### src/rtl/core/sbcd_pkg.sv
// Shared types and constants of the sensor bank change detector.
package sbcd_pkg;

  localparam int TIME_W     = 32;
  localparam int BYTE_W     = 8;
  localparam int WORD_W     = 16;
  localparam int POS_W      = 4;
  localparam int MOD_W      = 3;
  localparam int SNUM_W     = 5;
  localparam int LAG_W      = 16;
  localparam int IN_DATA_W  = 40;   // now_ticks, report_byte
  localparam int OUT_DATA_W = 48;   // module_index, sensor_number, is_on, event_time, pad

  localparam logic [LAG_W-1:0]  LAG_RESET   = 16'd6;
  localparam logic [SNUM_W-1:0] SENSOR_BASE = 5'd16;

  // req_type codes
  localparam logic REQ_POLL = 1'b0;
  localparam logic REQ_BYTE = 1'b1;

  // controller to datapath
  typedef struct packed {
    logic accept;       // input transfer this cycle
    logic poll_finish;  // poll state: form the midpoint stamp
    logic emit;         // load next event into the output register
  } sbcd_cmd_t;

  // datapath to controller
  typedef struct packed {
    logic is_poll;      // current input item is a poll start
    logic evt_start;    // current input byte completes a changed word
    logic out_free;     // output register can take an event this cycle
    logic last_pick;    // event picked now is the final one of the word
  } sbcd_sts_t;

endpackage

### src/rtl/core/sbcd_ctrl.sv
// Controller state machine: item acceptance, poll sequencing, event emission.
module sbcd_ctrl (
  input  logic              clk,
  input  logic              rst_n,
  input  logic              in_tvalid,
  output logic              in_tready,
  input  sbcd_pkg::sbcd_sts_t sts,
  output sbcd_pkg::sbcd_cmd_t cmd
);

  typedef enum logic [1:0] {
    ST_IDLE,
    ST_POLL,
    ST_EMIT
  } state_t;

  state_t state_r, state_nxt;

  assign in_tready = (state_r == ST_IDLE);

  always_comb begin
    state_nxt       = state_r;
    cmd.accept      = 1'b0;
    cmd.poll_finish = 1'b0;
    cmd.emit        = 1'b0;
    case (state_r)
      ST_IDLE: begin
        if (in_tvalid) begin
          cmd.accept = 1'b1;
          if (sts.is_poll) begin
            state_nxt = ST_POLL;
          end else if (sts.evt_start) begin
            state_nxt = ST_EMIT;
          end
        end
      end
      ST_POLL: begin
        cmd.poll_finish = 1'b1;
        state_nxt       = ST_IDLE;
      end
      ST_EMIT: begin
        if (sts.out_free) begin
          cmd.emit = 1'b1;
          if (sts.last_pick) begin
            state_nxt = ST_IDLE;
          end
        end
      end
      default: begin
        state_nxt = ST_IDLE;
      end
    endcase
  end

  always_ff @(posedge clk) begin
    if (!rst_n) begin
      state_r <= ST_IDLE;
    end else begin
      state_r <= state_nxt;
    end
  end

endmodule

### src/rtl/core/sbcd_dp.sv
// Datapath: word store, poll timing, change mask scan and output register.
module sbcd_dp #(
  parameter int NUM_MODULES = 5
) (
  input  logic                             clk,
  input  logic                             rst_n,
  input  logic                             in_req_type,
  input  logic [sbcd_pkg::IN_DATA_W-1:0]   in_data,
  input  logic                             cfg_valid,
  input  logic [sbcd_pkg::LAG_W-1:0]       cfg_data,
  input  logic                             out_tready,
  output logic                             out_tvalid,
  output logic                             out_tlast,
  output logic [sbcd_pkg::OUT_DATA_W-1:0]  out_data,
  input  sbcd_pkg::sbcd_cmd_t              cmd,
  output sbcd_pkg::sbcd_sts_t              sts
);

  localparam int CW = $clog2(NUM_MODULES + 1);
  localparam int IW = (NUM_MODULES > 1) ? $clog2(NUM_MODULES) : 1;
  localparam logic [CW-1:0] CUR_END = CW'(NUM_MODULES);

  logic [sbcd_pkg::WORD_W-1:0] prev_words_r [NUM_MODULES];
  logic [sbcd_pkg::BYTE_W-1:0] high_byte_r;
  logic                        phase_r;
  logic [CW-1:0]               cursor_r;
  logic [sbcd_pkg::TIME_W-1:0] poll_time_r;
  logic [sbcd_pkg::TIME_W-1:0] stamp_r;
  logic                        seen_r;
  logic [sbcd_pkg::LAG_W-1:0]  lag_r;
  logic [sbcd_pkg::TIME_W-1:0] prev_time_r;
  logic [sbcd_pkg::TIME_W-1:0] now_r;
  logic [sbcd_pkg::WORD_W-1:0] diff_r;
  logic [sbcd_pkg::WORD_W-1:0] word_r;
  logic [sbcd_pkg::MOD_W-1:0]  evt_mod_r;

  logic                         out_valid_r;
  logic                         out_last_r;
  logic [sbcd_pkg::MOD_W-1:0]   out_mod_r;
  logic [sbcd_pkg::SNUM_W-1:0]  out_snum_r;
  logic                         out_on_r;
  logic [sbcd_pkg::TIME_W-1:0]  out_time_r;

  logic [sbcd_pkg::TIME_W-1:0] now_ticks;
  logic [sbcd_pkg::BYTE_W-1:0] rpt_byte;
  logic [sbcd_pkg::WORD_W-1:0] new_word;
  logic [sbcd_pkg::WORD_W-1:0] new_diff;
  logic [sbcd_pkg::WORD_W-1:0] diff_rest;
  logic [sbcd_pkg::POS_W-1:0]  pick_pos;
  logic [sbcd_pkg::TIME_W:0]   mid_sum;
  logic [IW-1:0]               cur_idx;
  logic                        in_range;

  assign now_ticks = in_data[sbcd_pkg::TIME_W-1:0];
  assign rpt_byte  = in_data[sbcd_pkg::TIME_W +: sbcd_pkg::BYTE_W];
  assign cur_idx   = cursor_r[IW-1:0];
  assign in_range  = (cursor_r < CUR_END);
  assign new_word  = {high_byte_r, rpt_byte};
  assign new_diff  = new_word ^ prev_words_r[cur_idx];
  assign mid_sum   = {1'b0, prev_time_r} + {1'b0, now_r};

  // highest set bit of the remaining change mask
  always_comb begin
    pick_pos = '0;
    for (int i = 0; i < sbcd_pkg::WORD_W; i++) begin
      if (diff_r[i]) begin
        pick_pos = sbcd_pkg::POS_W'(i);
      end
    end
  end

  assign diff_rest = diff_r & ~(sbcd_pkg::WORD_W'(1) << pick_pos);

  assign sts.is_poll   = (in_req_type == sbcd_pkg::REQ_POLL);
  assign sts.evt_start = (in_req_type == sbcd_pkg::REQ_BYTE) && in_range && phase_r
                         && (new_diff != '0);
  assign sts.out_free  = !out_valid_r || out_tready;
  assign sts.last_pick = (diff_rest == '0);

  // control state
  always_ff @(posedge clk) begin
    if (!rst_n) begin
      for (int m = 0; m < NUM_MODULES; m++) begin
        prev_words_r[m] <= '0;
      end
      high_byte_r <= '0;
      phase_r     <= 1'b0;
      cursor_r    <= '0;
      poll_time_r <= '0;
      stamp_r     <= '0;
      seen_r      <= 1'b0;
      lag_r       <= sbcd_pkg::LAG_RESET;
      out_valid_r <= 1'b0;
    end else begin
      if (cfg_valid) begin
        lag_r <= cfg_data;
      end
      if (cmd.accept) begin
        if (in_req_type == sbcd_pkg::REQ_POLL) begin
          poll_time_r <= now_ticks;
          seen_r      <= 1'b1;
          cursor_r    <= '0;
          phase_r     <= 1'b0;
        end else if (in_range) begin
          if (!phase_r) begin
            high_byte_r <= rpt_byte;
            phase_r     <= 1'b1;
          end else begin
            prev_words_r[cur_idx] <= new_word;
            phase_r               <= 1'b0;
            cursor_r              <= cursor_r + CW'(1);
          end
        end
      end
      if (cmd.poll_finish) begin
        stamp_r <= mid_sum[sbcd_pkg::TIME_W:1];
      end
      if (cmd.emit) begin
        out_valid_r <= 1'b1;
      end else if (out_tready) begin
        out_valid_r <= 1'b0;
      end
    end
  end

  // payload registers
  always_ff @(posedge clk) begin
    if (cmd.accept) begin
      if (in_req_type == sbcd_pkg::REQ_POLL) begin
        prev_time_r <= seen_r ? poll_time_r
                              : now_ticks - sbcd_pkg::TIME_W'(lag_r);
        now_r       <= now_ticks;
      end else begin
        diff_r    <= new_diff;
        word_r    <= new_word;
        evt_mod_r <= sbcd_pkg::MOD_W'(cursor_r);
      end
    end else if (cmd.emit) begin
      diff_r <= diff_rest;
    end
    if (cmd.emit) begin
      out_mod_r  <= evt_mod_r;
      out_snum_r <= sbcd_pkg::SENSOR_BASE - sbcd_pkg::SNUM_W'(pick_pos);
      out_on_r   <= word_r[pick_pos];
      out_time_r <= stamp_r;
      out_last_r <= (diff_rest == '0);
    end
  end

  assign out_tvalid = out_valid_r;
  assign out_tlast  = out_last_r;
  assign out_data   = {7'd0, out_time_r, out_on_r, out_snum_r, out_mod_r};

endmodule

### src/rtl/core/sensor_bank_change_detector_top.sv
// Top level of the sensor bank change detector.
// A poll start holds the input through the poll state; an upper byte or an ignored byte
// does not; a lower byte holds it while its changed sensors (1..16) are emitted.
// The events of a lower byte are loaded into the output register from the emit state,
// one event per cycle while the output is free; the bit scan of the change mask sets that pace.
// Reset (rst_n, synchronous, active low) clears the stored words, poll state, the lag
// register (to 6) and the output valid flag.
module sensor_bank_change_detector_top #(
  parameter int NUM_MODULES = 5
) (
  input  logic                             clk,
  input  logic                             rst_n,
  // input channel
  input  logic                             in_tvalid,
  output logic                             in_tready,
  input  logic [sbcd_pkg::IN_DATA_W-1:0]   in_tdata,   // [31:0] now_ticks, [39:32] report_byte
  input  logic                             in_tuser,   // [0] req_type
  // lag register write channel
  input  logic                             cfg_valid,
  output logic                             cfg_ready,
  input  logic [sbcd_pkg::LAG_W-1:0]       cfg_data,   // initial_lag_ticks
  // event channel
  output logic                             out_tvalid,
  input  logic                             out_tready,
  output logic [sbcd_pkg::OUT_DATA_W-1:0]  out_tdata,  // [2:0] module_index,
                                                       // [7:3] sensor_number, [8] is_on,
                                                       // [40:9] event_time, rest zero
  output logic                             out_tlast   // last_event
);

  sbcd_pkg::sbcd_cmd_t cmd;
  sbcd_pkg::sbcd_sts_t sts;

  // Register writes load lag_r; the user must issue them only while idle; not enforced here.
  assign cfg_ready = 1'b1;

  // Sequencer: accepts items, runs the poll state and paces event emission.
  sbcd_ctrl u_ctrl (
    .clk       (clk),
    .rst_n     (rst_n),
    .in_tvalid (in_tvalid),
    .in_tready (in_tready),
    .sts       (sts),
    .cmd       (cmd)
  );

  // Word store, midpoint timing, change-mask scan and the output register. The output
  // register lets the last event of a word wait while the next item transfers.
  sbcd_dp #(
    .NUM_MODULES (NUM_MODULES)
  ) u_dp (
    .clk         (clk),
    .rst_n       (rst_n),
    .in_req_type (in_tuser),
    .in_data     (in_tdata),
    .cfg_valid   (cfg_valid),
    .cfg_data    (cfg_data),
    .out_tready  (out_tready),
    .out_tvalid  (out_tvalid),
    .out_tlast   (out_tlast),
    .out_data    (out_tdata),
    .cmd         (cmd),
    .sts         (sts)
  );

endmodule
### config.mk
export PLATFORM = sky130hd
export DESIGN_NAME = sensor_bank_change_detector_top
export DESIGN_NICKNAME = d
export VERILOG_FILES = /design/src/rtl/core/sbcd_pkg.sv /design/src/rtl/core/sbcd_ctrl.sv /design/src/rtl/core/sbcd_dp.sv /design/src/rtl/core/sensor_bank_change_detector_top.sv
export SDC_FILE = /design/constraint.sdc
export NUM_CORES = 1
export LEC_CHECK = 0
export ABC_AREA = 1
export BUFFER_PORTS_ARGS = -buffer_cell sky130_fd_sc_hd__buf_2
export CORE_AREA = 8 8 196 198
export CTS_BUF_LIST = sky130_fd_sc_hd__clkbuf_4 sky130_fd_sc_hd__clkbuf_8
export CTS_CLUSTER_DIAMETER = 60
export DETAILED_ROUTE_END_ITERATION = 6
export DIE_AREA = 0 0 204 206
export GPL_ROUTABILITY_DRIVEN = 0
export PLACE_DENSITY = 0.71
export SLEW_MARGIN = 20
export SYNTH_ARGS = -nofsm -noshare
export SYNTH_HDL_FRONTEND = slang
export SYNTH_HIERARCHICAL = 1
export SYNTH_SLANG_ARGS = --single-unit
### constraint.sdc
create_clock -name clk -period 3.7 [get_ports clk]
set_clock_uncertainty 0.05 [all_clocks]
set_input_delay 0.74 -clock clk [delete_from_list [all_inputs] [get_ports clk]]
set_output_delay 0.74 -clock clk [all_outputs]
set_load 0.01 [all_outputs]
### Yosys cells after proc, flatten, opt, wreduce, memory -nomap -nowiden

Memories as Yosys holds them, arrays and structs flattened. A register that Yosys moved wholly into a read port is not among the register bits.
Index checks and enable logic that the tools add are counted.

* register bits after elaboration: 237
* memories: 1
* output and inout port bits: 52
* memory bits (writable): 80
* word-level logic and storage cells: 111

* order comparisons: 2
* add/sub/neg operators: 4
* equality and inequality tests: 9
* reduce and logical (&&, ||, !) cells: 18
* shifts and indexed selects: 1
* bitwise operators: 5
* multiplexer cells: 52

Memory list
* u_dp.prev_words_r: words 5, width 16, rd ports 1, clocked after Yosys merged registers in 1, write ports 5, line sbcd_dp.sv:23 `logic [sbcd_pkg::WORD_W-1:0] prev_words_r [NUM_MODULES];`

Operators with widths (count)
* two-way mux 16 bit: 4
* two-way mux 4 bit: 14
* adder 32 x 32 -> 33 bit: 1
* two-way mux 32 bit: 1
* subtractor 32 x 16 -> 32 bit: 1
* two-way mux 1 bit: 20
* two-way mux 3 bit: 6
* AND 16 bit: 1
* logical NOT 16 bit: 1
* NOT 16 bit: 1
* nonzero test 16 bit: 1
* OR reduction 16 bit: 1
* left shift 1 x 4 -> 16 bit, first input constant: 1
* bitwise XOR 16 bit: 1
* two-way mux 2 bit: 5
* inequality test 2 bit, second input constant: 4
* AND reduction 2 bit: 4
* AND reduction 4 bit: 2
* < comparator 4 x 5 -> 1 bit, second input constant: 1
* subtractor 5 x 4 -> 5 bit, first input constant: 1
* binary-select mux 1 bit (select 4 bit): 1
* inequality test 2 x 1 -> 1 bit, second input constant: 2
* one-hot mux 2 bit (2 select lines): 1
* nonzero test 2 bit: 2
* 11 further kinds: 14

### Logic depth before layout (Yosys ltp)

Gate-level depths: netlist of run 1.

* depth after elaboration: 22
* depth in mapped cells: 27
* gate-level depth less buffers: 27

### Hierarchy

The synthesis of run 1 kept the hierarchy.

By module, submodules not included
* sbcd_dp: area each 17271.6 um^2, cells each 1817, instances 1
* sbcd_ctrl: area each 118.9 um^2, cells each 18, instances 1
* sensor_bank_change_detector_top: area each 11.3 um^2, cells each 2, instances 1

### Least setup slack after synthesis of run 1

No wires, ideal clock.

* kind: in2reg
* start: input in_tvalid
* end: register u_dp/now_r[0] (netlist bit), enable pin
* setup time: 0.453 ns
* stages: 5
* path slack: -0.208 ns
* data arrival time: 3.405 ns
* data required time: 3.197 ns
* path through: inv_1 -> nor3_2 -> inv_1 -> nor2_1 -> clkbuf_1

RTL lines
* from (decl): line sensor_bank_change_detector_top.sv:14 `input logic in_tvalid,`
* to (signal assigned): line sbcd_dp.sv:132 `now_r <= now_ticks;`
* to (decl): line sbcd_dp.sv:32 `logic [sbcd_pkg::TIME_W-1:0] now_r;`

==> results by stage, run 1 <==
Synthesis:
- The portion of synthesized cell area occupied by the leading cell type is 46.4%.
- For this run, the leading register cell type out of synthesis is sky130_fd_sc_hd__edfxtp_1.
- The netlist uses 50 different library cells.
- Yosys mapped a number of flops with a built-in enable equal to 269.
- The synthesized area is 0.0174 mm2.
- The cell accounting for the most synthesized area is sky130_fd_sc_hd__edfxtp_1.
- The number of warning messages in the yosys log is 6.
- The share of synthesized registers carrying an async set or reset is 0%.
- Yosys attributes the largest share of cell area to sky130_fd_sc_hd__edfxtp_1 46%, sky130_fd_sc_hd__dfxtp_1 11%, sky130_fd_sc_hd__nor2_1 7.0%.
- The share of the yosys chip area belonging to registers is 57.8%.
- Counting flops and latches in the post-synthesis netlist gives 368.
- The number of cells produced by synthesis is 1837.
- After synthesis, the mean cell area works out to 9.47 um2.

Clocking:
- The largest buffer count on any clock path is 3.
- The number of sinks driven by the clock tree is 368.
- In this run, CTS created clock tree buffers numbering 60.
- The clock reaches the later pin of the worst-skew pair after 0.68 ns.
- The clock-pin slew on the worst setup and hold paths is 0.06 ns.
- The clock root buffer is sky130_fd_sc_hd__clkbuf_8.
- The clock tree from TritonCTS is done.
- The total number of H-tree levels is 2.

Floorplan:
- The die covers 0.0420 mm2.
- The core region is 0.0352 mm2.
- The width of the chip is 204 um.
- In this run the vertical extent of the chip is 206 um.
- The number of placed I/O pins is 114.
- The row count is 69.
- The starting density of the core is 49.4%.

Worst hold path:
- The destination of the worst hold path is u_dp/now_r[0].
- The number of cells on the worst hold path is 1.
- The startpoint identified for the worst hold timing path is in_tdata[0].
- The path class of the tightest hold or removal check is input port to register.

Power:
- Across the VDD grid, the largest voltage drop is 499 uV.
- Overall power consumption after layout is estimated at 9.92 mW.
- The leakage power is 8.33 nW.
- For this design the ratio of total power to cell area is 495 mW/mm2.

Outcome:
- The run finished with clean final reports.

Detailed routing:
- The via count is 13200.
- Summed over all nets, wire length on met2 after detailed routing comes to 19900 um.
- The number of DRC violations after detailed-routing iteration 0 is 889.
- The first-pass iteration count of the detailed router is 5.
- The detailed router put a total of 16700 um of wire on met1.
- The vias per cell is 5.24.
- The average routed wire per standard cell is 16.3 um.
- After detailed routing, the number of remaining DRC violations is 0.
- The count of antenna-violating nets left after detailed routing is 0.
- In the detailed route, the total length drawn on met3 is 2810 um.
- After detailed routing, the total wire length is 41100 um.
- The highest metal layer with signal wires is met5.

Cells and area:
- The filler cells instantiated in the layout total 3094.
- Of the cells placed in the final design, the portion with a size suffix greater than 1 is 14.5%.
- The area growth from synthesis to final layout is 15.1%.
- The total number of nets in the final design is 2130.
- The finished cells cover 0.0200 mm2.
- The number of antenna diodes in the final layout is 0.

Placed design:
- The post-placement cell area is 0.0186 mm2.
- The count of port buffers added during placement is 105.
- The final HPWL from detailed placement is 29000 um.

Global route:
- After global routing the overflow that remains totals 0.
- The first global-routing pass estimated 65900 um of wire.
- Entering global routing, the biggest net connects 67 pins.
- The number of global-route vias before repair came to 13100.
- For this run, the total global-route usage over all layers was measured as 19.5%.
- The number of antenna violations at the first check in global routing is 1.

Setup path:
- The required time of the critical path is 4.18 ns.
- The kind of capture point of the worst setup path is a register.
- The top fanout value on the critical path is 12.
- The data arrival at the endpoint of the critical path is 3.64 ns.
- The path type of the worst setup path is register to register.
- The cell count of the worst reg-to-reg path is 26.
- STA classifies the critical path startpoint as a register.
- The startpoint identified for the worst register-to-register timing path is u_dp/diff_r[3].
- The capturing point of the worst reg2reg path is u_ctrl/state_r[1].
- The worst-case register-to-register setup slack is 0.54 ns.

Flow run:
- The max capacitance violation total is 0.

STA:
- The worst slew margin relative to its limit is 32.4%.
- The setup violation total in the final timing report is 0.
- For the pin with the worst max-slew slack, the measured transition is 1.01 ns.
- The number of failing hold endpoints at the final stage came to 0.
- The final critical path takes up 85.4% of the cycle.
- The shortest period the worst path allows is 3.16 ns.
- Setup repair after global routing left no endpoint under its margin.
- The number of max-slew violations in the final report came to 0.
- Timing would allow up to 0.316 GHz.
- After routing, the total negative slack on setup checks comes to 0 ns.
-- cell families after synthesis --
logic type	after synthesis	synth area share, %
xor gates and xnor gates	48	2.42
other	2	0.0432
and+or+nand+nor	714	17.2
muxes	1	0.0575
AOI/OAI and AO/OA	396	12.6
DFF	368	57.8
buffers and inverters	252	5.77
adders and majority gates	56	4.11
-- worst max-delay path by stage --
| stage | from | to | depth (start not counted) |
|---|---|---|---|
| after floorplan | out_tready | u_dp/diff_r[0] | 5 |
| after global placement | in_tdata[0] | u_dp/prev_time_r[26] | 19 |
| after detailed placement | in_tdata[0] | u_dp/prev_time_r[26] | 19 |
| after CTS | u_dp/diff_r[3] | u_ctrl/state_r[1] | 26 |
| after global routing | u_dp/diff_r[3] | u_ctrl/state_r[1] | 26 |
| final | u_dp/diff_r[3] | u_ctrl/state_r[1] | 26 |
-- cell usage after synthesis, types with 3 or more instances --
cell	count
sky130_fd_sc_hd__nor2_1	323
sky130_fd_sc_hd__edfxtp_1	269
sky130_fd_sc_hd__nand2_1	245
sky130_fd_sc_hd__o21ai_0	205
sky130_fd_sc_hd__inv_1	173
sky130_fd_sc_hd__dfxtp_1	99
sky130_fd_sc_hd__a21oi_1	93
sky130_fd_sc_hd__nand3_1	70
sky130_fd_sc_hd__ha_1	54
sky130_fd_sc_hd__clkbuf_1	49
sky130_fd_sc_hd__xor2_1	35
sky130_fd_sc_hd__o22ai_1	19
sky130_fd_sc_hd__o211ai_1	16
sky130_fd_sc_hd__nor3_1	14
sky130_fd_sc_hd__o21ai_1	14
sky130_fd_sc_hd__xnor2_1	13
sky130_fd_sc_hd__buf_4	11
sky130_fd_sc_hd__nand2_2	11
sky130_fd_sc_hd__a21oi_2	10
sky130_fd_sc_hd__nand4_1	10
sky130_fd_sc_hd__a31oi_1	9
sky130_fd_sc_hd__nor4_1	9
sky130_fd_sc_hd__or2_2	9
sky130_fd_sc_hd__buf_2	8
sky130_fd_sc_hd__o21bai_1	8
sky130_fd_sc_hd__inv_2	7
sky130_fd_sc_hd__nand3b_1	7
sky130_fd_sc_hd__o21a_1	5
sky130_fd_sc_hd__o21ai_2	5
sky130_fd_sc_hd__a21o_1	4
sky130_fd_sc_hd__buf_1	3
sky130_fd_sc_hd__nand2_4	3
sky130_fd_sc_hd__nor2_4	3
-- routing by layer --
metal  vias up  global-route usage, %
met3        93                   4.15
met5         -                      0
met4         2                   9.44
li1       6566                      -
met1      6123                   23.1
met2       455                   33.4
-- flip-flops by register name, summed over array words and instances (netlist names), named ones only --
signal / count
u_ctrl/state_r: 2
u_dp/cur_idx: 3
u_dp/diff_r: 16
u_dp/evt_mod_r: 3
u_dp/high_byte_r: 8
u_dp/lag_r: 16
u_dp/now_r: 32
u_dp/out_mod_r: 3
u_dp/out_on_r: 1
u_dp/out_snum_r: 5
u_dp/out_time_r: 32
u_dp/out_tlast: 1
u_dp/out_tvalid: 1
u_dp/phase_r: 1
u_dp/poll_time_r: 32
u_dp/prev_time_r: 32
u_dp/prev_words_r: 128
u_dp/seen_r: 1
u_dp/stamp_r: 32
u_dp/word_r: 16
-- cell usage in the layout (no fill, tap or decap), drive strengths merged, types with 4 or more instances in the layout --
cell and n:
edfxtp 269, nor4 10, nand2 259, or2 10
xnor2 13, clkbuf 84, buf 131, inv 181
dfxtp 99, a21o 4, o21bai 9, a21oi 103
ha 54, o21a 5, nand4 10, nor2 328
o22ai 19, o211ai 16, nand3b 7, xor2 35
nand3 72, clkinv 23, bufinv 5, a31oi 9
o21ai 224, conb 56, nor3 15
-- what timing repair did --
item / CTS / global route
hold buffers: 0 / 0
gates resized for setup: 0 / 1
setup endpoints to repair: 0 / 1
buffers inserted: 0 / 0
-- cell type report --
cell class / count / area [um2] / area share [%]
Clock inverter: 30 / 308 / 1.54
Tap cell: 461 / 577 / 2.88
Clock buffer: 84 / 1070 / 5.33
Multi-Input combinational cell: 1271 / 6560 / 32.7
Sequential cell: 368 / 10100 / 50.2
Inverter: 180 / 676 / 3.37
Timing Repair Buffer: 131 / 783 / 3.91
-- stage by stage --
stage          setup WS, ns  hold WS (ns)  util, %  std cells
3_3_place_gp          0.541         0.362     52.9       2411
6_report              0.540         0.221     56.9       2525
4_1_cts               0.529         0.161     56.8       2525
2_1_floorplan         0.413         0.350        -       1891
5_1_grt              0.0678         0.185     56.9       2525
3_5_place_dp          0.492         0.367     52.9       2411
-- critical path, cell delays in order (launching register included) --
cell	delay, ns
sky130_fd_sc_hd__edfxtp_1	0.41
sky130_fd_sc_hd__inv_1	0.07
sky130_fd_sc_hd__nand2_1	0.05
sky130_fd_sc_hd__nand2_1	0.05
sky130_fd_sc_hd__nand2_1	0.04
sky130_fd_sc_hd__nand2_1	0.05
sky130_fd_sc_hd__nand2_1	0.04
sky130_fd_sc_hd__nand2_1	0.05
sky130_fd_sc_hd__nand2_1	0.05
sky130_fd_sc_hd__nand2_1	0.05
sky130_fd_sc_hd__nand2_1	0.05
sky130_fd_sc_hd__nand2_1	0.05
sky130_fd_sc_hd__nand2_1	0.05
sky130_fd_sc_hd__nand2_2	0.15
sky130_fd_sc_hd__nand2_2	0.18
sky130_fd_sc_hd__inv_1	0.16
sky130_fd_sc_hd__ha_1	0.21
sky130_fd_sc_hd__ha_1	0.17
sky130_fd_sc_hd__inv_1	0.05
sky130_fd_sc_hd__o21ai_0	0.20
sky130_fd_sc_hd__nand4_1	0.15
sky130_fd_sc_hd__nor4_2	0.33
sky130_fd_sc_hd__nand2_1	0.09
sky130_fd_sc_hd__nand3_1	0.08
sky130_fd_sc_hd__nand3_1	0.09
sky130_fd_sc_hd__nand2_1	0.07
sky130_fd_sc_hd__nor2_1	0.05
-- where the power goes --
group	switching [mW]	leakage [nW]	internal, mW
registers	0.107	3.43	4.71
logic	0.802	4.18	0.397
clock network	1.65	0.728	2.25
(Power assumes the default switching activity.)
==> inputs of run 2 (changes only) <==
--- a/config.mk
+++ b/config.mk
@@ -8,11 +8,12 @@
 export ABC_AREA = 1
 export BUFFER_PORTS_ARGS = -buffer_cell sky130_fd_sc_hd__buf_2
 export CORE_AREA = 8 8 196 198
-export CTS_BUF_LIST = sky130_fd_sc_hd__clkbuf_4 sky130_fd_sc_hd__clkbuf_8
+export CTS_BUF_LIST = sky130_fd_sc_hd__clkbuf_2 sky130_fd_sc_hd__clkbuf_4 sky130_fd_sc_hd__clkbuf_8
 export CTS_CLUSTER_DIAMETER = 60
 export DETAILED_ROUTE_END_ITERATION = 6
 export DIE_AREA = 0 0 204 206
 export GPL_ROUTABILITY_DRIVEN = 0
+export MAX_ROUTING_LAYER = met4
 export PLACE_DENSITY = 0.71
 export SLEW_MARGIN = 20
 export SYNTH_ARGS = -nofsm -noshare
==> run 2 against run 1 <==
Global-route usage rose by 0.59 points. Sequential power hardly changed. Final area hardly changed. Critical path depth stayed put. Sequential cell count did not move. Die area stayed put. Core utilization about the same. Largest cell class unchanged.
==> results by stage, run 2 (synthesis gave the netlist of run 1 again) <==
Outcome:
- The flow ran to the end, and the final reports show no timing, DRC or antenna violations.

Cells and area:
- For this run, the post-layout net count is 2130.
- In the layout the commonest cells are 321 x sky130_fd_sc_hd__nor2_1, 269 x sky130_fd_sc_hd__edfxtp_1, 245 x sky130_fd_sc_hd__nand2_1, 204 x sky130_fd_sc_hd__o21ai_0, 172 x sky130_fd_sc_hd__inv_1.
- The leading cell type in the layout, fill and taps excluded is sky130_fd_sc_hd__nor2_1.
- The share of the core filled with cells is 56.9%.
- Ranked by flip-flop count, first place goes to u_dp/prev_words_r.
- The area growth from synthesis to final layout is 15.1%.
- The post-route netlist has 14.5% of its cells at a drive strength greater than 1.
- The number of fill cells is 3094.
- The register with the most flip-flops in the layout has 128 of them.

Floorplan:
- The width of the chip is 204 um.
- The die covers 0.0420 mm2.
- The initial utilization of the core area, before any placement, comes to 49.4%.
- The die extent in y is 206 um.
- After floorplanning, the core was divided into 69 placement rows.
- The number of placed I/O pins is 114.
- The core region is 0.0352 mm2.

Setup path:
- The path type of the worst setup path is register to register.
- By instance count, the cell type seen most on the critical path is sky130_fd_sc_hd__nand2_1.
- The kind of launch point of the worst setup path is a register.
- The largest single stage delay on the critical path is 0.41 ns.
- The required time of the critical path is 4.18 ns.
- The highest-delay cell along the critical path is sky130_fd_sc_hd__edfxtp_1.
- The kind of capture point of the worst setup path is a register.
- Along the worst path, the maximum fanout reaches 12.
- At the worst endpoint, the arrival time is 3.66 ns.

Detailed routing:
- For this block, wires on met1 add up to 16800 um.
- After the first detailed-routing iteration, the DRC count stood at 939.
- The routed layout has 13300 vias.
- The first-pass iteration count of the detailed router is 6.
- The vias per cell is 5.26.
- The highest metal layer with signal wires is met4.
- Wires add up to 41100 um.
- The average routed wire per standard cell is 16.3 um.
- The met3 wire length is 2750 um.
- After detailed routing, the met2 layer carries 19900 um of wire.
- The count of antenna-violating nets left after detailed routing is 0.
- The number of remaining DRC errors is 0.

Clocking:
- The number of sinks driven by the clock tree is 368.
- CTS built an H-tree with a depth of 2.
- Counting the buffers created by CTS gives 60.
- The largest buffer count on any clock path is 3.
- The clock reaches the later pin of the worst-skew pair after 0.68 ns.
- Post-CTS timing repair inserted 0 buffers for setup.
- The clock root buffer is sky130_fd_sc_hd__clkbuf_8.
- The clock tree from TritonCTS is done.
- The clock-pin slew on the worst setup and hold paths is 0.06 ns.

Global route:
- The number of antenna violations at the first check in global routing is 1.
- In the global route stage, overall resource usage came out at 20.1%.
- The number of global-route vias before repair is 13100.
- The largest net degree at the start of global routing is 67.
- The total congestion overflow is 0.
- The global-route wire length before repair is 65900 um.

STA:
- The number of max-slew violations in the final report is 0.
- Adding up every negative setup slack in the final design gives 0 ns.
- Setup repair after global routing left no endpoint under its margin.
- The fmax is 0.315 GHz.
- The smallest clock period supported by the final layout is computed as 3.18 ns.
- The number of failing hold endpoints at the final stage is 0.
- The part of the cycle the worst path needs is 85.9%.
- Hold timing on the final database bottoms out at a slack of 0.221 ns.
- Measured against its own limit, the worst slew margin works out to 32.7%.
- The worst-margin pin slew is 1.00 ns.
- The setup violation total in the final timing report is 0.

Worst hold path:
- In this run the worst hold path is classified as input port to register.

Placed design:
- The final HPWL from detailed placement is 29000 um.
- The count of port buffers added during placement is 105.

Flow run:
- Across the run, the number of max-cap violations was 0.

Power:
- Dividing total power by cell area gives a power density of 495 mW/mm2.
- For this design the static power due to leakage is 8.33 nW.
- The peak ir drop on the vdd network is 498 uV.
[run 2: changes by cell type in the layout (fill, tap and decap cells not counted)]
| cell | previous run | this run |
|---|---|---|
| sky130_fd_sc_hd__diode_2 | 0 | 1 |
[run 2: cell type report]
type                            instances  area [um2]  area share [%]
Sequential cell                       368       10100            50.2
Multi-Input combinational cell       1271        6560            32.7
Clock buffer                           84        1070            5.33
Timing Repair Buffer                  131         783            3.91
Inverter                              180         676            3.37
Tap cell                              461         577            2.88
Clock inverter                         30         308            1.54
Antenna cell                            1        2.50          0.0125
[run 2: path summary, 6_finish.rpt]
kind                     from             endpoint  slack [ns]  depth (start not counted)
max            u_dp/diff_r[3]    u_ctrl/state_r[1]        0.52                         26
min               in_tdata[0]        u_dp/now_r[0]        0.22                          1
max reg2reg    u_dp/diff_r[3]    u_ctrl/state_r[1]        0.52                         26
min reg2reg  u_dp/stamp_r[22]  u_dp/out_time_r[22]        0.38                          0
[run 2: layer usage]
metal  GRT usage (%)  vias to the layer above
met2            33.5                      478
met1            23.4                     6152
li1                -                     6574
met4            9.36                        0
met3            3.79                       87
met5               -                        -
[run 2: worst max-delay path: cells and delay by family (launching register included)]
kind | cells | cell delay, ns
buffers and inverters | 3 | 0.27
AO/OA/AOI/OAI | 1 | 0.20
flip-flops | 1 | 0.41
AND/OR/NAND/NOR | 20 | 1.73
adder cells (fa/ha/maj) | 2 | 0.39
[run 2: stage by stage]
stage	instance area, um2	cells	power, mW	setup slack (ns)
CTS	20000	2525	10.0	0.529
global placement	18600	2411	6.06	0.541
floorplan	17600	1891	5.71	0.413
global route	20000	2526	10.4	0.0678
finish	20000	2526	9.91	0.524
detailed placement	18600	2411	6.09	0.492
[run 2: power by group]
group / switching [mW] / internal [mW] / total, mW
registers: 0.107 / 4.71 / 4.82
logic: 0.804 / 0.397 / 1.20
clock network: 1.65 / 2.25 / 3.89
[run 2: timing repair]
| item | CTS | global route |
|---|---|---|
| resized for setup | 0 | 1 |
| hold buffers | 0 | 0 |
| endpoints found under the setup margin | 0 | 1 |
==> inputs of run 3 (changes only) <==
--- a/config.mk
+++ b/config.mk
@@ -14,7 +14,7 @@
 export DIE_AREA = 0 0 204 206
 export GPL_ROUTABILITY_DRIVEN = 0
 export MAX_ROUTING_LAYER = met4
-export PLACE_DENSITY = 0.71
+export PLACE_DENSITY = 0.68
 export SLEW_MARGIN = 20
 export SYNTH_ARGS = -nofsm -noshare
 export SYNTH_HDL_FRONTEND = slang
==> run 3 against run 2 <==
Power is 3.5% lower. First-iteration DRC count is 13% lower. Maximum frequency is 2.8% lower. Final cell count hardly changed. Routed wire length is 1.3% higher. Via count is 0.16% lower. Sequential power hardly changed. Critical path type unchanged. Sequential share of layout area is 0.46 points higher.
==> results by stage, run 3 (synthesis gave the netlist of run 1 again) <==
Cells and area:
- In the layout the commonest cells are 321 x sky130_fd_sc_hd__nor2_1, 269 x sky130_fd_sc_hd__edfxtp_1, 245 x sky130_fd_sc_hd__nand2_1, 204 x sky130_fd_sc_hd__o21ai_0, 172 x sky130_fd_sc_hd__inv_1.
- The fraction of layout instances using a drive strength above 1 is 14.2%.
- The register with the most flip-flops in the layout has 128 of them.
- More flip-flops sit in one register than any other, and that register is u_dp/prev_words_r.
- The area growth from synthesis to final layout is 14.1%.
- The total number of nets in the final design is 2129.
- The library cell used most frequently in the layout, excluding fill and tap cells, is sky130_fd_sc_hd__nor2_1.
- The area of all placed cells without fillers is 0.0199 mm2.

Detailed routing:
- The average routed wire per standard cell is 16.5 um.
- After detailed routing, the number of remaining DRC violations is 0.
- The number of DRC violations after detailed-routing iteration 0 is 819.
- The count of nets left with antenna violations once routing finished came out at 0.
- The detailed router placed 13300 vias in this run.
- The vias per cell is 5.26.
- Before antenna repair, the detailed router went through 5 iterations.
- The final layout contains routed wiring with a total length of 41700 um.

STA:
- Measured against its own limit, the worst slew margin works out to 31.5%.
- The number of max-slew violations in the final report came to 0.
- After layout, the worst path uses 88.3% of the clock period.
- The worst-margin pin slew is 1.02 ns.
- The shortest period the worst path allows is 3.27 ns.
- The final sum of negative setup slack is 0 ns.
- Setup repair after global routing left no endpoint under its margin.
- Setup violations remaining at the end of the flow were counted as 0.
- The fmax is 0.306 GHz.
- The number of failing hold endpoints at the final stage was 0.

Global route:
- The met1 capacity usage during global routing is 23.9%.
- For met3 alone, demand over resource in global routing was 3.61%.
- The first global-routing pass estimated 66700 um of wire.
- The total congestion overflow is 0.
- The number of antenna violations at the first check in global routing is 1.
- Entering global routing, the biggest net connects 106 pins.
- The aggregate global-route resource usage is 20.3%.
- The number of global-route vias before repair is 13200.
- In the global route stage, met2 resource usage came out at 35.0%.
- met2 is the most crowded layer.

Placed design:
- The wire-length estimate of the detail-placed layout is 29400 um.
- The count of port buffers added during placement is 105.
- The post-placement cell area is 0.0186 mm2.

Clocking:
- The tree is rooted in a sky130_fd_sc_hd__clkbuf_8.
- The number of buffers created by CTS is 59.
- The later-pin clock latency in the skew report is 0.64 ns.
- After clock tree synthesis, the clock-pin slew on the worst setup and hold paths is 0.06 ns.
- The number of buffers inserted by post-CTS setup repair is 0.
- The largest buffer count on any clock path is 3.
- After clock tree synthesis, the flow added hold-fix buffers numbering 0.
- The number of sinks driven by the clock tree is 368.
- The clock tree from TritonCTS is done.
- The total number of H-tree levels is 2.
- Gates resized during post-CTS repair numbered 0.

Power:
- The part of the power in registers is 50.4%.
- The reported net switching power is 2.48 mW.
- The switching fraction of total power is 25.9%.
- The leakage power is 8.26 nW.
- In this run, the clock network consumes 37.2% of the power.
- The worst-case IR drop observed on VDD is 356 uV.
- The share of total power dissipated in combinational logic is 12.4%.
- The internal power component is 7.09 mW.
- For this design the ratio of total power to cell area is 482 mW/mm2.

Setup path:
- The highest-delay cell along the critical path is sky130_fd_sc_hd__nor4_1.
- For the worst setup path, the data required time is 4.17 ns.
- The worst setup path is of the register to register kind.
- The kind of launch point of the worst setup path is a register.
- Among the stages of the critical path, the cell type that occurs most often is sky130_fd_sc_hd__nand2_1.
- The worst setup path is captured at a register.
- The total buffers and inverters traversed by the critical path is 3.
- In this design, the largest share of critical-path delay is due to simple AND/OR/NAND/NOR gates.
- At the worst endpoint, the arrival time is 3.74 ns.
- The largest single stage delay on the critical path is 0.47 ns.
- The top fanout value on the critical path is 12.

Floorplan:
- The die extent in y is 206 um.
- The initial utilization of the core area, before any placement, comes to 49.4%.
- The die covers 0.0420 mm2.
- The floorplan core area is 0.0352 mm2.
- The number of placed I/O pins is 114.
- In this run the core area contains 69 standard-cell rows.
- The die is 204 um wide.

Worst hold path:
- The path category of the worst min-delay check is input port to register.

Outcome:
- The run finished with clean final reports.

Flow run:
- The max capacitance violation total is 0.
==> run 3: metal layers <==
layer,vias up,routed length (um)
met5,-,0
met4,0,1220
met3,82,2470
met2,418,20500
met1,6215,17400
li1,6555,-
==> run 3: cell type report <==
type | instances | area [um2]
Timing Repair Buffer | 131 | 746
Sequential cell | 368 | 10100
Clock buffer | 91 | 1110
Inverter | 180 | 676
Clock inverter | 21 | 124
Multi-Input combinational cell | 1271 | 6550
Antenna cell | 1 | 2.50
Fill cell | 3139 | 15400
Tap cell | 461 | 577
==> run 3: final timing paths <==
kind                            slack (ns)                   to              from  depth (start not counted)
worst max-delay path                  0.43    u_ctrl/state_r[1]    u_dp/diff_r[3]                         26
worst max register to register        0.43    u_ctrl/state_r[1]    u_dp/diff_r[3]                         26
worst min-delay path                  0.25        u_dp/now_r[0]       in_tdata[0]                          1
worst min register to register        0.38  u_dp/out_time_r[11]  u_dp/stamp_r[11]                          0
==> run 3: power by group through the flow <==
stage / clock network (mW) / registers, mW / logic [mW]
CTS: 3.65 / 4.82 / 1.18
global route: 3.85 / 4.84 / 1.33
floorplan: 0 / 4.88 / 0.829
detailed placement: 0 / 4.91 / 1.18
global placement: 0 / 4.90 / 1.16
finish: 3.56 / 4.82 / 1.19
==> run 3: through the flow <==
| step | hold WS [ns] | cells | util (%) | setup slack (ns) | power (mW) |
|---|---|---|---|---|---|
| floorplan | 0.350 | 1891 | - | 0.413 | 5.71 |
| global placement | 0.359 | 2411 | 52.8 | 0.521 | 6.06 |
| detailed placement | 0.366 | 2411 | 52.8 | 0.503 | 6.09 |
| CTS | 0.195 | 2523 | 56.3 | 0.508 | 9.66 |
| global route | 0.206 | 2524 | 56.4 | 0.0884 | 10.0 |
| finish | 0.249 | 2524 | 56.4 | 0.433 | 9.57 |
